## config.mk

```make
export PLATFORM = sky130hd
export DESIGN_NAME = ffwa_ctrl
export DESIGN_NICKNAME = d
export VERILOG_FILES = /design/src/hw/rtl/ffwa_pkg.sv /design/src/hw/rtl/ffwa_ctrl.sv
export VERILOG_INCLUDE_DIRS = /design/src /design/src/hw/rtl
export SDC_FILE = /design/constraint.sdc
export NUM_CORES = 1
export LEC_CHECK = 0
export BUFFER_PORTS_ARGS = -buffer_cell sky130_fd_sc_hd__buf_2
export CORE_MARGIN = 2
export CORE_UTILIZATION = 30
export CTS_BUF_LIST = sky130_fd_sc_hd__clkbuf_8 sky130_fd_sc_hd__clkbuf_16
export DETAILED_ROUTE_END_ITERATION = 7
export PLACE_DENSITY = 0.49
export RECOVER_POWER = 25
export SYNTH_ARGS = -nofsm -noshare
export SYNTH_HDL_FRONTEND = slang
export SYNTH_SLANG_ARGS = --single-unit
```

## constraint.sdc

```tcl
create_clock -name clk -period 7.4 [get_ports clk]
set_input_delay 0.37 -clock clk [delete_from_list [all_inputs] [get_ports clk]]
set_output_delay 0.37 -clock clk [all_outputs]
set_load 0.01 [all_outputs]
```

## src/hw/rtl/first_fit_word_allocator_assert.svh

```systemverilog
`ifndef FIRST_FIT_WORD_ALLOCATOR_ASSERT_SVH
`define FIRST_FIT_WORD_ALLOCATOR_ASSERT_SVH

// check on every clock edge outside reset
`define FFWA_ASSERT(label, prop, msg) \
  label: assert property (@(posedge clk) disable iff (rst) prop) else $error(msg);

// check on every clock edge, reset included
`define FFWA_ASSERT_ALWAYS(label, prop, msg) \
  label: assert property (@(posedge clk) prop) else $error(msg);

`endif

```

## src/hw/rtl/ffwa_pkg.sv

```systemverilog
package ffwa_pkg;

  localparam int WORDS     = 1024;
  localparam int DATA_BITS = 32;
  localparam int POS_W     = $clog2(WORDS);
  localparam int ACT_W     = 2;
  localparam int LEN_W     = 11;
  localparam int ADDR_W    = 10;
  localparam int VAL_W     = 32;
  localparam int CMP_W     = LEN_W + 1;

  typedef enum logic [ACT_W-1:0] {
    ACT_ALLOC = 2'd0,
    ACT_WRITE = 2'd1,
    ACT_FREE  = 2'd2,
    ACT_READ  = 2'd3
  } action_t;

  typedef enum logic [2:0] {
    ST_IDLE,
    ST_SCAN,
    ST_MARK,
    ST_SWEEP,
    ST_FINISH
  } state_t;

  typedef struct packed {
    logic shift;
    logic din;
  } chain_t;

endpackage

```

## src/hw/rtl/ffwa_ctrl.sv

```systemverilog
`include "first_fit_word_allocator_assert.svh"

module ffwa_ctrl (
  input  logic                          clk,
  input  logic                          rst,
  input  logic                          in_valid,
  output logic                          in_ready,
  input  logic [ffwa_pkg::ACT_W-1:0]    action,
  input  logic [ffwa_pkg::LEN_W-1:0]    length,
  input  logic [ffwa_pkg::ADDR_W-1:0]   address,
  output logic                          out_valid,
  input  logic                          out_ready,
  output logic                          status,
  output logic [ffwa_pkg::POS_W-1:0]    run_start,
  output logic [ffwa_pkg::VAL_W-1:0]    read_value,
  output logic                          read_used,
  input  logic                          head,
  input  logic [ffwa_pkg::DATA_BITS-1:0] rd_data,
  output ffwa_pkg::chain_t              chain
);

  import ffwa_pkg::*;

  state_t               state, state_next;
  logic [POS_W-1:0]     pos;
  action_t              op;
  logic [LEN_W-1:0]     len;
  logic [ADDR_W-1:0]    addr;
  logic [LEN_W-1:0]     run;
  logic                 found;
  logic [POS_W-1:0]     start;
  logic                 used_seen;

  logic                 accept;
  logic                 load;
  logic                 last;
  logic                 hit;
  logic                 addr_ok;
  logic                 in_range;
  logic [LEN_W-1:0]     run_inc;
  logic [CMP_W-1:0]     pos_ext;
  logic [CMP_W-1:0]     addr_ext;
  logic [CMP_W-1:0]     lo;
  logic [CMP_W-1:0]     hi;
  logic [CMP_W-1:0]     start_sum;

  assign accept    = in_valid && in_ready;
  assign last      = (pos == POS_W'(WORDS - 1));
  assign run_inc   = run + LEN_W'(1);
  assign pos_ext   = CMP_W'(pos);
  assign addr_ext  = CMP_W'(addr);
  assign addr_ok   = addr_ext < CMP_W'(WORDS);
  assign hit       = (state == ST_SCAN) && !found && !head && (run_inc == len);
  assign start_sum = pos_ext + CMP_W'(1) - CMP_W'(len);
  assign lo        = (state == ST_MARK) ? CMP_W'(start) : addr_ext;
  assign hi        = lo + CMP_W'(len);
  assign in_range  = (pos_ext >= lo) && (pos_ext < hi);

  always_comb begin
    state_next = state;
    case (state)
      ST_IDLE: begin
        if (in_valid) begin
          if (action_t'(action) == ACT_ALLOC) begin
            state_next = (length == '0) ? ST_FINISH : ST_SCAN;
          end else begin
            state_next = ST_SWEEP;
          end
        end
      end
      ST_SCAN: begin
        if (last) begin
          state_next = (found || hit) ? ST_MARK : ST_FINISH;
        end
      end
      ST_MARK, ST_SWEEP: begin
        if (last) begin
          state_next = ST_FINISH;
        end
      end
      ST_FINISH: begin
        if (load) begin
          state_next = ST_IDLE;
        end
      end
      default: state_next = ST_IDLE;
    endcase
  end

  always_comb begin
    in_ready    = (state == ST_IDLE);
    chain.shift = (state == ST_SCAN) || (state == ST_MARK) || (state == ST_SWEEP);
    load        = (state == ST_FINISH) && (!out_valid || out_ready);
    chain.din   = head;
    case (state)
      ST_MARK: chain.din = head | in_range;
      ST_SWEEP: begin
        case (op)
          ACT_FREE:  chain.din = head & ~in_range;
          ACT_WRITE: chain.din = head | (addr_ok && (pos_ext == addr_ext));
          default:   chain.din = head;
        endcase
      end
      default: chain.din = head;
    endcase
  end

  always_ff @(posedge clk) begin
    if (rst) begin
      state     <= ST_IDLE;
      pos       <= '0;
      out_valid <= 1'b0;
    end else begin
      state <= state_next;
      if (chain.shift) begin
        pos <= last ? '0 : pos + POS_W'(1);
      end
      if (load) begin
        out_valid <= 1'b1;
      end else if (out_ready) begin
        out_valid <= 1'b0;
      end
    end
  end

  always_ff @(posedge clk) begin
    if (accept) begin
      op        <= action_t'(action);
      len       <= length;
      addr      <= address;
      run       <= '0;
      found     <= (length == '0);
      start     <= '0;
      used_seen <= 1'b0;
    end
    if (state == ST_SCAN && !found) begin
      run <= head ? '0 : run_inc;
      if (hit) begin
        found <= 1'b1;
        start <= start_sum[POS_W-1:0];
      end
    end
    if (state == ST_SWEEP && pos_ext == addr_ext) begin
      used_seen <= head;
    end
    if (load) begin
      status     <= (op == ACT_ALLOC) && !found;
      run_start  <= ((op == ACT_ALLOC) && found) ? start : '0;
      read_value <= ((op == ACT_READ) && addr_ok) ? VAL_W'(rd_data) : '0;
      read_used  <= (op == ACT_READ) && addr_ok && used_seen;
    end
  end

  `FFWA_ASSERT(a_ring_aligned, (state == ST_IDLE) |-> (pos == '0), "ring not aligned at idle")
  `FFWA_ASSERT(a_leave_idle, accept |=> (state != ST_IDLE), "item accepted but block idle")
  `FFWA_ASSERT(a_mark_found, (state == ST_MARK) |-> found, "marking without a found run")
  `FFWA_ASSERT(a_fail_start, (out_valid && status) |-> (run_start == '0), "failed run start")
  `FFWA_ASSERT_ALWAYS(a_reset_out, rst |=> !out_valid, "result valid after reset")

endmodule

```

==> results.py, run 1 <==
metrics = {
    "clocking": {
        "insertion_delay_ns": 0.36,
        "cts_setup_buffers": 0,
        "cts_tree": "yes",
        "ctsHoldBuffers": 0,
        "cts-buffers-inserted": 9,
        "htreeDepth": 3,
        "cts_num_sinks": 104,
        "ctsLongestPathBuffers": 2,
        "post_cts_resized": 0,
        "clk_pin_slew_ns": 0.08,
        "cts_root_buf": "clkbuf_16",
    },
    "power_and_ir_drop": {
        "ir_drop_mv": 0.1113,
        "powerDensity_mw_per_mm2": 199.1,
        "p_leak_nw": 2.877,
    },
    "layout": {
        "final.fill_count": 2000,
        "final_cell_mix": "79 x edfxtp_1, 63 x buf_2, 54 x ha_1, 44 x clkbuf_1, 38 x nor2_1",
        "nets": 777,
        "area_growth_pct": 17.40,
        "drive_gt1_share_pct": 14.71,
        "mostFrequentLayoutCell": "edfxtp_1",
        "n_antenna_cell": 0,
    },
    "sta": {
        "min_period_over_period_pct": 75.15,
        "max_freq_ghz": 0.1798,
        "tightest_slew_ns": 1.182,
        "drv_slew": 0,
        "period_minus_slack_ns": 5.561,
        "finalClockSkew_ns": 0.01235,
        "finalSetupTns_ns": 0,
        "setup_viol": 0,
        "finalWorstSetupSlack_ns": 1.839,
        "hold_viol": 0,
        "rsz0062_at_grt": "no",
        "slew_headroom_pct": 20.98,
    },
    "routing": {
        "wl_met2_mm": 6.664,
        "met1Wirelength_mm": 7.163,
        "dr_total_vias": 4397,
        "top_layer": "met4",
        "postRouteAntennaNets": 0,
        "avgViaCountPerCell": 4.723,
        "routedWlPerCell_microns": 16.06,
        "drc_errors": 0,
        "routed_wirelength_mm": 14.95,
        "dr_wl_met3_microns": 805,
        "firstDrtPassIters": 4,
        "drtIter0Drc": 167,
    },
    "global_route": {
        "grt_usage_pct": 14.06,
        "grt_pass1_vias": 4300,
        "grt-ovfl-total": 0,
        "grt_first_pass_wirelength_mm": 23.54,
        "antenna_found_initial": 0,
        "grt_max_degree": 45,
    },
    "floorplanning": {
        "die_w_microns": 145.8,
        "die_h_microns": 145.8,
        "rows": 51,
        "core-area_sq_mm": 0.01959,
        "io_pins": 108,
        "initial_core_util_pct": 30.79,
        "dieArea_sq_mm": 0.02126,
    },
    "critical_path": {
        "startpoint_type": "flip-flop",
        "end_kind": "output port",
        "arrival_ns": 5.19,
        "cp.required_ns": 7.03,
        "timing.rr.start": "state[0]$_SDFFE_PP0P_",
        "r2r-end": "state[2]$_SDFFE_PP0P_",
        "regToRegSetupSlack_ns": 4.67,
        "crit_type": "flip-flop to output port",
        "reg2reg_depth": 8,
        "critPathMaxFanout": 10,
    },
    "synthesis": {
        "synthFlopType": "edfxtp_1",
        "synth.distinct_cells": 54,
        "seq_area_frac_synth_pct": 47.62,
        "synth_edf_count": 79,
        "avgSynthCellArea_sq_um": 10.81,
        "synth_area_sq_mm": 0.006032,
        "synthArstFlopShare_pct": 0,
        "synth-seq-cells": 104,
        "syn_nets": 674,
        "yosys_warnings": 0,
        "syn_inst": 558,
    },
    "placed_design": {
        "place_ws_ns": 2.325,
        "gp_congestion": 0.8399,
        "io_buffers": 107,
        "dp_hpwl_mm": 11.57,
    },
    "job": {
        "max_cap_violations": 0,
    },
    "min_path": {
        "worstHoldStart": "address[5]",
        "worstHoldEndpoint": "addr[5]$_DFFE_PP_",
        "hold_path_depth": 1,
        "hold_path_class": "input pin to flip-flop",
    },
    "outcome": {
        "outcome": "finished clean",
    },
}
==> logic make-up (layout without fill, tap and decap cells) <==
| logic type | Yosys count | after routing | synth area share, % |
|---|---|---|---|
| mux | 15 | 15 | 2.697 |
| fa+ha+maj | 56 | 56 | 11.86 |
| flops | 104 | 104 | 47.63 |
| simple gates | 196 | 196 | 17.36 |
| compound gates | 82 | 82 | 8.940 |
| xor+xnor | 52 | 52 | 8.007 |
| buf+inv | 53 | 161 | 3.505 |
==> where the power goes <==
group	leakage, nW	internal, mW	switching (mW)
Sequential	0.981	0.653	0.0335
Combinational	1.75	0.116	0.138
Clock	0.146	0.236	0.233
==> flip-flops by register name, summed over array words and instances (netlist names) <==
register    cells
addr           10
found           1
len            11
op              2
out_valid       1
pos            10
read_used       1
read_value     32
run            11
run_start      10
start          10
state           3
status          1
used_seen       1
==> metrics by stage <==
stage	area, sq um	instances	util (%)	hold WS (ns)	power, mW
CTS	7137	931	36.43	0.1772	1.431
floorplan	6032	558	-	0.4337	0.8736
detailed placement	6845	915	34.94	0.4783	0.9539
global route	7082	931	36.15	0.1764	1.484
finish	7082	931	36.15	0.1903	1.410
global placement	6845	915	34.94	0.4696	0.9467
==> worst max-delay path by stage <==
| stage | start | to | slack (ns) | depth (start not counted) |
|---|---|---|---|---|
| after floorplan | state[1]$_SDFFE_PP0P_ | chain[0] | 2.85 | 20 |
| after global placement | state[1]$_SDFFE_PP0P_ | chain[0] | 2.42 | 20 |
| after detailed placement | state[1]$_SDFFE_PP0P_ | chain[0] | 2.33 | 20 |
| after CTS | state[1]$_SDFFE_PP0P_ | chain[0] | 1.90 | 20 |
| after global routing | state[1]$_SDFFE_PP0P_ | chain[0] | 1.49 | 20 |
| final | state[1]$_SDFFE_PP0P_ | chain[0] | 1.84 | 20 |
==> worst max-delay path, stage by stage (launching register included) <==
cell and delay, ns:
dfxtp_1 0.47, inv_1 0.13, nor3_2 0.78, mux2_2 0.43, ha_1 0.20, inv_1 0.07
fa_1 0.22, nor2b_1 0.07, o31a_1 0.27, o21a_1 0.18, nor2_1 0.16, xnor2_1 0.14
ha_1 0.26, and3_1 0.19, a2111oi_0 0.38, o21ai_0 0.14, a2bb2oi_1 0.18, a311oi_1 0.07
o2bb2ai_1 0.17, mux2i_1 0.15, buf_2 0.16
==> layer usage <==
metal	GRT usage, %	vias to the layer above
met2	22.45	140
met5	0	-
li1	-	2191
met1	18.75	2044
met3	3.323	22
met4	4.706	0
==> synth_stat cells (4+ instances only) <==
| cell | count | share of area [%] |
|---|---|---|
| a211o_1 | 4 | 0.58 |
| a211oi_1 | 4 | 0.50 |
| a21o_1 | 5 | 0.62 |
| a21oi_1 | 21 | 1.7 |
| and2_1 | 34 | 3.5 |
| and3_1 | 18 | 1.9 |
| clkbuf_1 | 14 | 0.87 |
| dfxtp_1 | 25 | 8.3 |
| edfxtp_1 | 79 | 39 |
| ha_1 | 54 | 11 |
| inv_1 | 36 | 2.2 |
| mux2_2 | 10 | 1.9 |
| mux2i_1 | 5 | 0.83 |
| nand2_1 | 36 | 2.2 |
| nand2b_1 | 8 | 0.83 |
| nand3_1 | 10 | 0.83 |
| nand4_1 | 8 | 0.83 |
| nor2_1 | 39 | 2.4 |
| nor2b_1 | 10 | 1.0 |
| nor3_1 | 10 | 0.83 |
| o21a_1 | 4 | 0.50 |
| o21ai_0 | 16 | 1.3 |
| o21ai_1 | 8 | 0.66 |
| xnor2_1 | 34 | 4.9 |
| xor2_1 | 16 | 2.3 |
==> area by class of cell <==
cell class / instances / area, sq um / share of cell area [%]
multi-input cells: 401 / 2955 / 41.73
repair buffers: 109 / 495.5 / 6.996
flip-flops and latches: 104 / 2873 / 40.57
clock inverters: 7 / 66.31 / 0.9364
inverters: 36 / 135.1 / 1.908
clock buffers: 9 / 225.2 / 3.180
well taps: 265 / 331.6 / 4.682
Power figures use the tool's default switching activity.
==> run 2, diff against run 1 <==
==> constraint.sdc (replaced) <==
create_clock -name clk -period 5.35 [get_ports clk]
set_input_delay 0.2675 -clock clk [delete_from_list [all_inputs] [get_ports clk]]
set_output_delay 0.2675 -clock clk [all_outputs]
set_load 0.01 [all_outputs]
==> results.py, run 2 (same netlist as run 1, synthesis figures left out) <==
metrics = {
    "sta": {
        "slew_headroom_pct": 19.84,
        "min_period_over_period_pct": 93.97,
        "rsz0062_at_grt": "no",
        "setup_viol": 0,
        "hold_viol": 0,
        "finalWorstSetupSlack_ns": 0.3224,
        "drv_slew": 0,
        "finalSetupTns_ns": 0,
        "finalClockSkew_ns": 0.01070,
        "period_minus_slack_ns": 5.028,
        "max_freq_ghz": 0.1989,
        "tightest_slew_ns": 1.200,
    },
    "critical_path": {
        "critPathMaxFanout": 10,
        "crit_type": "flip-flop to output port",
        "end_kind": "output port",
        "arrival_ns": 4.76,
        "startpoint_type": "flip-flop",
        "cp.required_ns": 5.08,
    },
    "layout": {
        "regMostFlops": "read_value",
        "area_growth_pct": 17.57,
        "fin_cells": 932,
        "nets": 778,
        "top_regs": "read_value x32, len x11, run x11",
        "largest_reg_flops": 32,
        "utilization_pct": 36.20,
        "final_cell_area_sq_mm": 0.007092,
        "n_antenna_cell": 0,
        "final.fill_count": 2021,
        "mostFrequentLayoutCell": "edfxtp_1",
        "drive_gt1_share_pct": 15.44,
        "final_cell_mix": "79 x edfxtp_1, 65 x buf_2, 54 x ha_1, 42 x clkbuf_1, 38 x nor2_1",
    },
    "clocking": {
        "cts_root_buf": "clkbuf_16",
        "cts_num_sinks": 104,
        "clk_pin_slew_ns": 0.07,
        "ctsLongestPathBuffers": 2,
        "post_cts_resized": 0,
        "insertion_delay_ns": 0.36,
        "cts-buffers-inserted": 9,
        "cts_setup_buffers": 0,
        "htreeDepth": 3,
        "cts_tree": "yes",
        "ctsHoldBuffers": 0,
    },
    "floorplanning": {
        "initial_core_util_pct": 30.79,
        "core-area_sq_mm": 0.01959,
        "rows": 51,
        "dieArea_sq_mm": 0.02126,
        "die_w_microns": 145.8,
        "die_h_microns": 145.8,
        "io_pins": 108,
    },
    "routing": {
        "firstDrtPassIters": 4,
        "dr_total_vias": 4415,
        "drtIter0Drc": 196,
        "drc_errors": 0,
        "postRouteAntennaNets": 0,
        "avgViaCountPerCell": 4.737,
        "routed_wirelength_mm": 14.97,
        "routedWlPerCell_microns": 16.06,
    },
    "placed_design": {
        "place_ws_ns": 0.6889,
        "dp_hpwl_mm": 11.62,
        "placed_cell_area_sq_mm": 0.006853,
        "numPlacedInstances": 916,
        "gp_congestion": 0.8518,
        "io_buffers": 107,
    },
    "global_route": {
        "antenna_found_initial": 0,
        "grt_first_pass_wirelength_mm": 23.89,
        "grt_pass1_vias": 4445,
        "grt_max_degree": 45,
        "grt_usage_pct": 14.23,
        "grt-ovfl-total": 0,
    },
    "power_and_ir_drop": {
        "p_leak_nw": 2.876,
        "ir_drop_mv": 0.1622,
        "powerDensity_mw_per_mm2": 273.2,
    },
    "min_path": {
        "hold_path_class": "input pin to flip-flop",
    },
    "outcome": {
        "outcome": "finished clean",
    },
    "job": {
        "max_cap_violations": 0,
    },
}
[run 2: cell types whose count changed in the layout (fill, tap and decap cells not counted), sizes merged]
cell      before  now
clkinv         3    2
buf           65   68
clkbuf        53   51
inv           40   39
clkinvlp       0    2
[run 2: final timing paths]
kind,end,slack (ns),start,depth (start not counted)
worst min register to register,start[9]$_DFF_P_,0.47,start[9]$_DFF_P_,2
worst min-delay path,addr[6]$_DFFE_PP_,0.09,address[6],1
worst max-delay path,chain[0],0.32,state[1]$_SDFFE_PP0P_,21
worst max register to register,state[1]$_SDFFE_PP0P_,2.57,state[0]$_SDFFE_PP0P_,8
[run 2: metal layers]
metal	GRT usage [%]	wire (microns)	up-vias	part of all wire [%]
met1	18.93	6989	2063	47
met4	5.539	369	0	2.5
met5	0	0	-	0
li1	-	-	2193	-
met2	22.17	6542	139	44
met3	3.699	1067	20	7.1
[run 2: report_power, final]
| part | switching [mW] | internal [mW] |
|---|---|---|
| clock network | 0.316 | 0.325 |
| registers | 0.0465 | 0.904 |
| logic | 0.187 | 0.160 |
[run 2: through the flow]
step | power [mW] | hold WS, ns
floorplan | 1.208 | 0.3664
global placement | 1.310 | 0.4457
detailed placement | 1.319 | 0.4464
CTS | 1.967 | 0.07569
global route | 2.051 | 0.07094
finish | 1.938 | 0.08817
[run 2: cell type report]
| cell class | instances | area (sq um) | area share, % |
|---|---|---|---|
| Multi-Input combinational cell | 401 | 2955 | 41.67 |
| Sequential cell | 104 | 2875 | 40.54 |
| Inverter | 36 | 135.1 | 1.905 |
| Clock buffer | 9 | 225.2 | 3.176 |
| Clock inverter | 7 | 63.81 | 0.8998 |
| Timing Repair Buffer | 110 | 505.5 | 7.128 |
| Tap cell | 265 | 331.6 | 4.675 |
[run 2: worst max-delay path, cell delays in order, from the launching register on]
cell	delay [ns]
dfxtp_2	0.40
inv_1	0.10
nor3_2	0.17
buf_4	0.23
mux2_2	0.37
ha_1	0.21
inv_1	0.07
fa_1	0.21
nor2b_1	0.07
o31a_1	0.27
o21a_1	0.18
nor2_1	0.17
xnor2_1	0.15
ha_1	0.26
and3_1	0.19
a2111oi_0	0.43
o21ai_0	0.18
a2bb2oi_1	0.21
a311oi_1	0.07
o2bb2ai_1	0.16
mux2i_1	0.16
buf_2	0.16
